[src/rtl/bfrlt_pkg.sv]
// Shared constants, types and the command decoder of the run-length tokenizer.
package bfrlt_pkg;

  localparam int DEF_STACK_DEPTH = 64;
  localparam int DEF_INDEX_BITS  = 16;
  localparam int DEF_COUNT_BITS  = 16;

  localparam int KIND_W = 4;
  localparam int ERR_W  = 2;

  typedef logic [KIND_W-1:0] kind_t;
  typedef logic [ERR_W-1:0]  err_t;

  localparam kind_t KIND_NONE  = 4'd0;
  localparam kind_t KIND_LT    = 4'd1;
  localparam kind_t KIND_GT    = 4'd2;
  localparam kind_t KIND_PLUS  = 4'd3;
  localparam kind_t KIND_MINUS = 4'd4;
  localparam kind_t KIND_DOT   = 4'd5;
  localparam kind_t KIND_COMMA = 4'd6;
  localparam kind_t KIND_OPEN  = 4'd7;
  localparam kind_t KIND_CLOSE = 4'd8;

  localparam err_t ERR_OK         = 2'd0;
  localparam err_t ERR_UNMATCHED  = 2'd1;
  localparam err_t ERR_STILL_OPEN = 2'd2;
  localparam err_t ERR_TOO_DEEP   = 2'd3;

  localparam logic [7:0] CHR_LT    = 8'h3C;
  localparam logic [7:0] CHR_GT    = 8'h3E;
  localparam logic [7:0] CHR_PLUS  = 8'h2B;
  localparam logic [7:0] CHR_MINUS = 8'h2D;
  localparam logic [7:0] CHR_DOT   = 8'h2E;
  localparam logic [7:0] CHR_COMMA = 8'h2C;
  localparam logic [7:0] CHR_OPEN  = 8'h5B;
  localparam logic [7:0] CHR_CLOSE = 8'h5D;

  // Result queue between the token logic and the output port.
  localparam int OUTQ_DEPTH = 4;

  // Stack control from the token logic to the bracket stack.
  typedef struct packed {
    logic push;
    logic pop;
    logic clear;
  } stk_ctl_t;

  // Bits of the packed result fields, rounded up to whole bytes.
  function automatic int out_data_width(int count_bits, int index_bits);
    int raw;
    raw = KIND_W + count_bits + 2 * index_bits + ERR_W;
    return ((raw + 7) / 8) * 8;
  endfunction

  function automatic kind_t classify(logic [7:0] b);
    kind_t k;
    unique case (b)
      CHR_LT:    k = KIND_LT;
      CHR_GT:    k = KIND_GT;
      CHR_PLUS:  k = KIND_PLUS;
      CHR_MINUS: k = KIND_MINUS;
      CHR_DOT:   k = KIND_DOT;
      CHR_COMMA: k = KIND_COMMA;
      CHR_OPEN:  k = KIND_OPEN;
      CHR_CLOSE: k = KIND_CLOSE;
      default:   k = KIND_NONE;
    endcase
    return k;
  endfunction

endpackage

[src/rtl/bf_run_length_tokenizer.sv]
// Top level of the run-length tokenizer: input register, token logic, stack, result queue.
// A byte taken in a transfer is held in the input register, and its results are written
// to the result queue and leave from there. Throughput: one byte per cycle while the queue
// has room for two results; the four-entry queue absorbs a byte that causes two results.
// Reset: rst is synchronous and active high; it empties the input register and the queue
// and returns the token state and the bracket stack level to zero (stack entries keep data).
module bf_run_length_tokenizer #(
  parameter int STACK_DEPTH = bfrlt_pkg::DEF_STACK_DEPTH,
  parameter int INDEX_BITS  = bfrlt_pkg::DEF_INDEX_BITS,
  parameter int COUNT_BITS  = bfrlt_pkg::DEF_COUNT_BITS
) (
  input  logic clk,
  input  logic rst,
  // Input stream: tdata holds source_byte; tlast is end_of_text.
  input  logic       s_tvalid,
  output logic       s_tready,
  input  logic [7:0] s_tdata,   // [7:0] source_byte
  input  logic       s_tlast,
  // Result stream: tlast is last_result.
  output logic m_tvalid,
  input  logic m_tready,
  // From bit 0 up: token_kind, repeat_count, token_index, partner_index, error_code,
  // zero padding to whole bytes.
  output logic [bfrlt_pkg::out_data_width(COUNT_BITS, INDEX_BITS)-1:0] m_tdata,
  output logic m_tlast
);
  import bfrlt_pkg::*;

  localparam int TDATA_W = out_data_width(COUNT_BITS, INDEX_BITS);
  localparam int RES_W   = TDATA_W + 1;
  localparam int LW      = $clog2(STACK_DEPTH + 1);

  // The input register holds one byte until the token logic can take it, that is
  // while the result queue has room for the two results a byte may cause.
  logic       in_valid;
  logic [7:0] in_byte;
  logic       in_last;
  logic       take;
  logic       q_room;

  stk_ctl_t              stk_ctl;
  logic [INDEX_BITS-1:0] stk_data;
  logic [LW-1:0]         stk_level;
  logic [INDEX_BITS-1:0] stk_top;

  logic [1:0]       push_n;
  logic [RES_W-1:0] res0;
  logic [RES_W-1:0] res1;
  logic [RES_W-1:0] q_data;

  assign take     = in_valid && q_room;
  assign s_tready = !in_valid || take;

  always_ff @(posedge clk) begin
    if (rst) begin
      in_valid <= 1'b0;
    end else if (s_tvalid && s_tready) begin
      in_valid <= 1'b1;
    end else if (take) begin
      in_valid <= 1'b0;
    end
  end

  always_ff @(posedge clk) begin
    if (s_tvalid && s_tready) begin
      in_byte <= s_tdata;
      in_last <= s_tlast;
    end
  end

  bfrlt_core #(
    .STACK_DEPTH (STACK_DEPTH),
    .INDEX_BITS  (INDEX_BITS),
    .COUNT_BITS  (COUNT_BITS),
    .LW          (LW),
    .RES_W       (RES_W)
  ) u_core (
    .clk       (clk),
    .rst       (rst),
    .take      (take),
    .src_byte  (in_byte),
    .src_last  (in_last),
    .stk_level (stk_level),
    .stk_top   (stk_top),
    .stk_ctl   (stk_ctl),
    .stk_data  (stk_data),
    .push_n    (push_n),
    .res0      (res0),
    .res1      (res1)
  );

  bfrlt_stack #(
    .DEPTH (STACK_DEPTH),
    .DW    (INDEX_BITS),
    .LW    (LW)
  ) u_stack (
    .clk       (clk),
    .rst       (rst),
    .ctl       (stk_ctl),
    .push_data (stk_data),
    .level     (stk_level),
    .top       (stk_top)
  );

  // Results leave from registers, so a stalled output does not stop the input
  // side until the queue runs short of room.
  bfrlt_outq #(
    .W (RES_W)
  ) u_outq (
    .clk       (clk),
    .rst       (rst),
    .push_n    (push_n),
    .push_d0   (res0),
    .push_d1   (res1),
    .room      (q_room),
    .out_valid (m_tvalid),
    .out_ready (m_tready),
    .out_data  (q_data)
  );

  assign m_tdata = q_data[TDATA_W-1:0];
  assign m_tlast = q_data[RES_W-1];

endmodule

[src/rtl/bfrlt_stack.sv]
// Bracket stack: memory of open-bracket indexes with the top two entries in registers.
module bfrlt_stack #(
  parameter int DEPTH = 64,
  parameter int DW    = 16,
  parameter int LW    = 7
) (
  input  logic               clk,
  input  logic               rst,
  input  bfrlt_pkg::stk_ctl_t ctl,
  input  logic [DW-1:0]      push_data,
  output logic [LW-1:0]      level,
  output logic [DW-1:0]      top
);
  import bfrlt_pkg::*;

  localparam int AW = (DEPTH > 1) ? $clog2(DEPTH) : 1;

  logic [DW-1:0] mem [DEPTH];
  logic [DW-1:0] second;
  logic [LW-1:0] rd_level;

  // Entry below the second one, which becomes the new second after a pop.
  assign rd_level = level - LW'(3);

  always_ff @(posedge clk) begin
    if (rst) begin
      level <= '0;
    end else if (ctl.clear) begin
      level <= '0;
    end else if (ctl.push) begin
      level <= level + LW'(1);
    end else if (ctl.pop) begin
      level <= level - LW'(1);
    end
  end

  always_ff @(posedge clk) begin
    if (ctl.push) begin
      mem[level[AW-1:0]] <= push_data;
      top                <= push_data;
      second             <= top;
    end else if (ctl.pop) begin
      top <= second;
      if (level >= LW'(3)) begin
        second <= mem[rd_level[AW-1:0]];
      end
    end
  end

endmodule

[src/rtl/bfrlt_outq.sv]
// Small result queue that takes up to two results per cycle and gives out one.
module bfrlt_outq #(
  parameter int W = 57
) (
  input  logic         clk,
  input  logic         rst,
  input  logic [1:0]   push_n,
  input  logic [W-1:0] push_d0,
  input  logic [W-1:0] push_d1,
  output logic         room,
  output logic         out_valid,
  input  logic         out_ready,
  output logic [W-1:0] out_data
);
  import bfrlt_pkg::*;

  localparam int PW = $clog2(OUTQ_DEPTH);
  localparam int CW = $clog2(OUTQ_DEPTH + 1);

  logic [W-1:0]  q [OUTQ_DEPTH];
  logic [PW-1:0] wr_ptr;
  logic [PW-1:0] rd_ptr;
  logic [CW-1:0] count;
  logic [PW-1:0] wr_ptr_inc;
  logic          pop;

  assign wr_ptr_inc = wr_ptr + PW'(1);
  assign pop        = out_valid && out_ready;
  assign out_valid  = (count != '0);
  assign out_data   = q[rd_ptr];
  // Room for two results, the most that one byte can cause.
  assign room       = (count <= CW'(OUTQ_DEPTH - 2));

  always_ff @(posedge clk) begin
    if (rst) begin
      wr_ptr <= '0;
      rd_ptr <= '0;
      count  <= '0;
    end else begin
      wr_ptr <= wr_ptr + PW'(push_n);
      if (pop) begin
        rd_ptr <= rd_ptr + PW'(1);
      end
      count <= count + CW'(push_n) - CW'(pop);
    end
  end

  always_ff @(posedge clk) begin
    if (push_n != 2'd0) begin
      q[wr_ptr] <= push_d0;
    end
    if (push_n == 2'd2) begin
      q[wr_ptr_inc] <= push_d1;
    end
  end

endmodule

[src/rtl/bfrlt_core.sv]
// Token logic: run merging, indexing, bracket matching and error handling per byte.
module bfrlt_core #(
  parameter int STACK_DEPTH = 64,
  parameter int INDEX_BITS  = 16,
  parameter int COUNT_BITS  = 16,
  parameter int LW          = 7,
  parameter int RES_W       = 57
) (
  input  logic                  clk,
  input  logic                  rst,
  input  logic                  take,
  input  logic [7:0]            src_byte,
  input  logic                  src_last,
  input  logic [LW-1:0]         stk_level,
  input  logic [INDEX_BITS-1:0] stk_top,
  output bfrlt_pkg::stk_ctl_t   stk_ctl,
  output logic [INDEX_BITS-1:0] stk_data,
  output logic [1:0]            push_n,
  output logic [RES_W-1:0]      res0,
  output logic [RES_W-1:0]      res1
);
  import bfrlt_pkg::*;

  localparam int OFF_CNT  = KIND_W;
  localparam int OFF_IDX  = OFF_CNT + COUNT_BITS;
  localparam int OFF_PART = OFF_IDX + INDEX_BITS;
  localparam int OFF_ERR  = OFF_PART + INDEX_BITS;
  localparam int OFF_LAST = RES_W - 1;

  kind_t                 open_kind,    open_kind_next;
  logic [COUNT_BITS-1:0] open_count,   open_count_next;
  logic [INDEX_BITS-1:0] open_partner, open_partner_next;
  logic [INDEX_BITS-1:0] next_index,   next_index_next;
  err_t                  sticky_error, sticky_error_next;

  kind_t                 cls;
  logic                  flush_req;
  logic                  emit_flush;
  logic                  open_new;
  kind_t                 new_kind;
  logic [INDEX_BITS-1:0] new_partner;
  logic                  fail;
  err_t                  fail_err;
  logic                  has_second;
  logic [RES_W-1:0]      flush_res;
  logic [RES_W-1:0]      second_res;
  logic [INDEX_BITS-1:0] idx1;
  logic                  open_after;
  err_t                  end_err;
  logic                  clear;

  function automatic logic [RES_W-1:0] pack_res(kind_t k, logic [COUNT_BITS-1:0] c,
                                                logic [INDEX_BITS-1:0] i,
                                                logic [INDEX_BITS-1:0] p, err_t e,
                                                logic l);
    logic [RES_W-1:0] r;
    r                       = '0;
    r[KIND_W-1:0]           = k;
    r[OFF_CNT +: COUNT_BITS] = c;
    r[OFF_IDX +: INDEX_BITS] = i;
    r[OFF_PART +: INDEX_BITS] = p;
    r[OFF_ERR +: ERR_W]     = e;
    r[OFF_LAST]             = l;
    return r;
  endfunction

  assign cls = classify(src_byte);

  always_comb begin
    flush_req   = 1'b0;
    open_new    = 1'b0;
    new_kind    = cls;
    new_partner = '0;
    fail        = 1'b0;
    fail_err    = ERR_OK;
    stk_ctl     = '0;

    if (take && sticky_error == ERR_OK) begin
      case (cls) inside
        KIND_LT, KIND_GT, KIND_PLUS, KIND_MINUS, KIND_DOT: begin
          if (open_kind != cls || open_count == '1) begin
            flush_req = 1'b1;
            open_new  = 1'b1;
          end
        end
        KIND_COMMA: begin
          flush_req = 1'b1;
          open_new  = 1'b1;
        end
        KIND_OPEN: begin
          flush_req = 1'b1;
          if (stk_level >= LW'(STACK_DEPTH)) begin
            fail     = 1'b1;
            fail_err = ERR_TOO_DEEP;
          end else begin
            open_new     = 1'b1;
            stk_ctl.push = 1'b1;
          end
        end
        KIND_CLOSE: begin
          flush_req = 1'b1;
          if (stk_level == '0) begin
            fail     = 1'b1;
            fail_err = ERR_UNMATCHED;
          end else begin
            open_new    = 1'b1;
            new_partner = stk_top;
            stk_ctl.pop = 1'b1;
          end
        end
        default: begin
        end
      endcase
    end

    emit_flush = flush_req && (open_kind != KIND_NONE);
    idx1       = emit_flush ? next_index + INDEX_BITS'(1) : next_index;
    flush_res  = pack_res(open_kind, open_count, next_index, open_partner, ERR_OK, 1'b0);

    // The new '[' gets the index after the flushed token.
    stk_data = idx1;

    open_kind_next    = open_kind;
    open_count_next   = open_count;
    open_partner_next = open_partner;
    if (open_new) begin
      open_kind_next    = new_kind;
      open_count_next   = COUNT_BITS'(1);
      open_partner_next = new_partner;
    end else if (emit_flush) begin
      open_kind_next    = KIND_NONE;
      open_count_next   = '0;
      open_partner_next = '0;
    end else if (take && sticky_error == ERR_OK && cls != KIND_NONE) begin
      open_count_next = open_count + COUNT_BITS'(1);
    end
    next_index_next   = idx1;
    sticky_error_next = sticky_error;

    // Brackets still open once this byte's push or pop has taken effect.
    open_after = stk_ctl.push ||
                 (stk_level != '0 && !(stk_ctl.pop && stk_level == LW'(1)));
    end_err    = open_after ? ERR_STILL_OPEN : ERR_OK;

    has_second = 1'b0;
    second_res = pack_res(KIND_NONE, '0, idx1, '0, fail_err, 1'b1);
    clear      = 1'b0;
    if (take) begin
      if (sticky_error != ERR_OK) begin
        clear = src_last;
      end else if (fail) begin
        has_second        = 1'b1;
        sticky_error_next = fail_err;
        clear             = src_last;
      end else if (src_last) begin
        has_second = 1'b1;
        clear      = 1'b1;
        if (open_kind_next != KIND_NONE) begin
          second_res = pack_res(open_kind_next, open_count_next, idx1, open_partner_next,
                                end_err, 1'b1);
        end else begin
          second_res = pack_res(KIND_NONE, '0, idx1, '0, end_err, 1'b1);
        end
      end
    end
    stk_ctl.clear = clear;

    if (emit_flush) begin
      res0   = flush_res;
      res1   = second_res;
      push_n = has_second ? 2'd2 : 2'd1;
    end else begin
      res0   = second_res;
      res1   = second_res;
      push_n = has_second ? 2'd1 : 2'd0;
    end
  end

  always_ff @(posedge clk) begin
    if (rst || clear) begin
      open_kind    <= KIND_NONE;
      open_count   <= '0;
      open_partner <= '0;
      next_index   <= '0;
      sticky_error <= ERR_OK;
    end else begin
      open_kind    <= open_kind_next;
      open_count   <= open_count_next;
      open_partner <= open_partner_next;
      next_index   <= next_index_next;
      sticky_error <= sticky_error_next;
    end
  end

endmodule

[config.mk]
export PLATFORM = sky130hd
export DESIGN_NAME = bf_run_length_tokenizer
export DESIGN_NICKNAME = d
export VERILOG_FILES = /design/src/rtl/bfrlt_pkg.sv /design/src/rtl/bf_run_length_tokenizer.sv /design/src/rtl/bfrlt_stack.sv /design/src/rtl/bfrlt_outq.sv /design/src/rtl/bfrlt_core.sv
export SDC_FILE = /design/constraint.sdc
export NUM_CORES = 2
export LEC_CHECK = 0
export BUFFER_PORTS_ARGS = -buffer_cell sky130_fd_sc_hd__buf_4
export CORE_ASPECT_RATIO = 2
export CORE_MARGIN = 8
export CORE_UTILIZATION = 55
export CTS_CLUSTER_SIZE = 12
export DETAILED_ROUTE_END_ITERATION = 12
export GPL_TIMING_DRIVEN = 0
export PLACE_DENSITY = 0.71
export REMOVE_ABC_BUFFERS = 1
export SLEW_MARGIN = 15
export SYNTH_ARGS = -nofsm -noshare
export SYNTH_HDL_FRONTEND = slang
export SYNTH_SLANG_ARGS = --single-unit
[constraint.sdc]
create_clock -name clk -period 16.12 [get_ports clk]
set_clock_uncertainty 0.2 [all_clocks]
set_input_delay 0.806 -clock clk [delete_from_list [all_inputs] [get_ports clk]]
set_output_delay 0.806 -clock clk [all_outputs]
set_load 0.01 [all_outputs]
==> run_results.csv <==
group,metric,value,unit
synthesis,synthDistinctLibCells,80,
worst_setup_path,crit_fanout,20,
synthesis,synth_area,56100,sq um
routing,postRouteAntennaNets,0,
cells_and_area,nets,3267,
place,numPlacedInstances,4442,
timing,period_needed,6.98,ns
synthesis,synth_cells,3125,
timing,clock.fmax,143,MHz
place,place_area,59700,sq um
cts,numCtsBuffers,132,
hold_path,hp-class,"in -> reg",
floorplan,dieArea,113000,sq um
place,place.gp.congestion,0.885,
cts,clockRootBuffer,"clkbuf_16",
grt,antenna_found_initial,3,
grt,grt_max_degree,56,
grt,overflow,0,
synthesis,ys_async_sr_fraction,0,%
timing,worstMarginPinSlew,1.28,ns
cts,holdBufCountCts,0,
timing,hold_violations,0,
grt,grt_pass1_vias,32100,
worst_setup_path,critical_path_class,"reg -> reg",
cts,post_cts_buffers,0,
timing,fin_setup_tns,0,ns
synthesis,ys_seq_area_share,71.3,%
routing,totalWireLength,139000,microns
routing,vias_per_cell,6.54,
power,power.density,111,nW/um^2
synthesis,yosys_warnings,0,
timing,setup_violations,0,
synthesis,synth_edf_count,1281,
cells_and_area,syn_to_final_growth,13.3,%
floorplan,die-width,242,microns
routing,vias,30300,
routing,wl_per_cell,30.0,microns
timing,rsz0062_at_grt,"false",
place,place_hpwl,94000,microns
grt,grt_first_pass_wirelength,206000,microns
cells_and_area,final_common_cell,"edfxtp_1",
worst_setup_path,start_kind,"flop",
worst_setup_path,worstPathRequired,16.48,ns
floorplan,initial_core_util,55.4,%
cts,clock_sinks,1356,
cts,cts_resized,0,
floorplan,num_rows,165,
status,status,"complete, no violations",
run,maxCapViolCount,0,
cells_and_area,layout-drive-gt1-share,26.6,%
timing,slew-limit-headroom,14.1,%
synthesis,ys_seq_elements,1356,
cells_and_area,fillers,6785,
cts,clk_latency,0.75,ns
cells_and_area,stdcell_area,63500,sq um
worst_setup_path,crit_arrival,7.35,ns
floorplan,ios,72,
cts,tritoncts,"built",
place,numPortBuffers,69,
cells_and_area,final_cells,4632,
cells_and_area,fin_util,62.8,%
power,cellLeakagePower,19.3,nW
grt,track_usage,24.5,%
timing,fin_crit_sh,43.3,%
floorplan,fp.coreArea,101000,sq um
cts,ctsHtreeMaxLevel,4,
routing,drt_pass1_iterations,6,
cts,clockBufferDepth,3,
worst_setup_path,end_kind,"flop",
cts,clk_pin_slew,0.06,ns
power,ir_drop,103,uV
routing,drtIter0Drc,3202,
timing,final_max_slew_viol_count,0,
synthesis,avgSynthCellArea,17.9,sq um
routing,drc,0,
floorplan,fp.dieH,468,microns
synthesis,ys.flop_type,"edfxtp_1",
cells_and_area,final_cell_mix,"edfxtp_1 (1281), mux4_2 (375), nand2_1 (158)",
registers in the layout, indices dropped and copies added, names as in the netlist, 7 cells and up, named ones only:
signal and cells:
u_outq.q 220, u_stack.second 16, u_core.next_index 16, u_core.open_count 16, in_byte 8, u_core.open_partner 16
u_stack.mem 1024, u_stack.level 7, u_stack.top 16
power by group:
| part | switching, mW | total, mW | leakage (nW) | internal (mW) |
|---|---|---|---|---|
| combinational | 0.177 | 0.366 | 5.08 | 0.189 |
| sequential | 0.0246 | 3.85 | 12.4 | 3.82 |
| clock | 1.25 | 2.81 | 1.81 | 1.56 |
| total | 1.45 | 7.02 | 19.3 | 5.57 |
path summary, 6_finish.rpt:
| check | startpoint | end | slack, ns | cells past startpoint |
|---|---|---|---|---|
| worst max-delay path | in_byte[7] | u_outq.q[3][5] | 9.14 | 12 |
| worst min-delay path | s_tdata[2] | in_byte[2] | 0.05 | 1 |
| worst max register to register | in_byte[7] | u_outq.q[3][5] | 9.14 | 12 |
| worst min register to register | u_core.sticky_error[1] | u_core.sticky_error[1] | 0.25 | 2 |
final cells by class:
type,count,area [sq um],share of cell area [%]
clock inverters,13,144,0.227
repair buffers,184,2410,3.80
inverters,38,153,0.240
clock buffers,174,3610,5.68
well taps,1336,1670,2.63
diodes,3,7.51,0.0118
multi-input cells,1528,15500,24.5
flip-flops and latches,1356,40000,62.9
cells by family (layout without fill, tap and decap cells):
family | count (synthesis) | in the layout | share of synthesized area [%]
DFF | 1356 | 1356 | 71.3
and+or+nand+nor | 538 | 538 | 4.67
AOI/OAI and AO/OA | 516 | 516 | 5.52
muxes | 410 | 410 | 15.7
buffers and inverters | 242 | 409 | 1.73
xor gates and xnor gates | 48 | 48 | 0.750
adders and majority gates | 14 | 14 | 0.326
other | 1 | 5 | 0.00669
synthesized netlist by cell type, drive strengths merged (5+ instances only):
master / n / area [sq um]
inv: 38 / 143
edfxtp: 1281 / 38500
mux2: 17 / 191
nor3: 13 / 96.4
nand2b: 5 / 31.3
nand4b: 6 / 52.6
a22o: 5 / 43.8
o22ai: 9 / 62.6
nor2b: 14 / 87.6
clkbuf: 144 / 541
a22oi: 81 / 608
o31ai: 38 / 285
and2: 14 / 87.6
nand2: 159 / 604
ha: 13 / 163
buf: 60 / 289
nand3b: 6 / 45.0
mux2i: 18 / 180
o21ai: 208 / 1040
nand4: 12 / 81.3
xor2: 15 / 131
xnor2: 33 / 289
mux4: 375 / 8450
nor2: 196 / 763
nor4: 9 / 68.8
and3: 19 / 119
a21oi: 125 / 644
a31oi: 24 / 165
nor3b: 6 / 50.1
or3: 19 / 134
nand3: 40 / 200
dfxtp: 75 / 1500
critical path, stage by stage, from the launching register on:
cell      delay [ns]
edfxtp_1        0.50
and4bb_4        0.44
and3_1          0.44
a31oi_4         0.10
a21oi_2         0.83
nand2_4         0.26
nor2_4          0.57
inv_2           0.38
ha_1            0.41
nand3b_1        0.98
nor2_2          1.25
o21ai_0         0.20
a21oi_1         0.21
per-stage QoR:
stage	total power [mW]	hold slack (ns)	setup WS, ns
2_1_floorplan	4.13	0.225	-2.97
4_1_cts	7.06	0.00549	9.24
6_report	7.02	0.0503	9.14
3_3_place_gp	4.29	0.243	-11.73
5_1_grt	7.20	0.0187	9.01
3_5_place_dp	4.29	0.242	9.15
per-layer routing:
metal	vias to the layer above	share of wire [%]	wire length, microns	GRT usage, %
met5	-	0	0	0
met2	1458	56	77200	46.0
li1	12900	-	-	-
met1	15500	32	44300	25.1
met4	0	7.2	10000	16.3
met3	433	5.3	7340	3.52
Note: power is estimated with default switching activity, not from simulation.
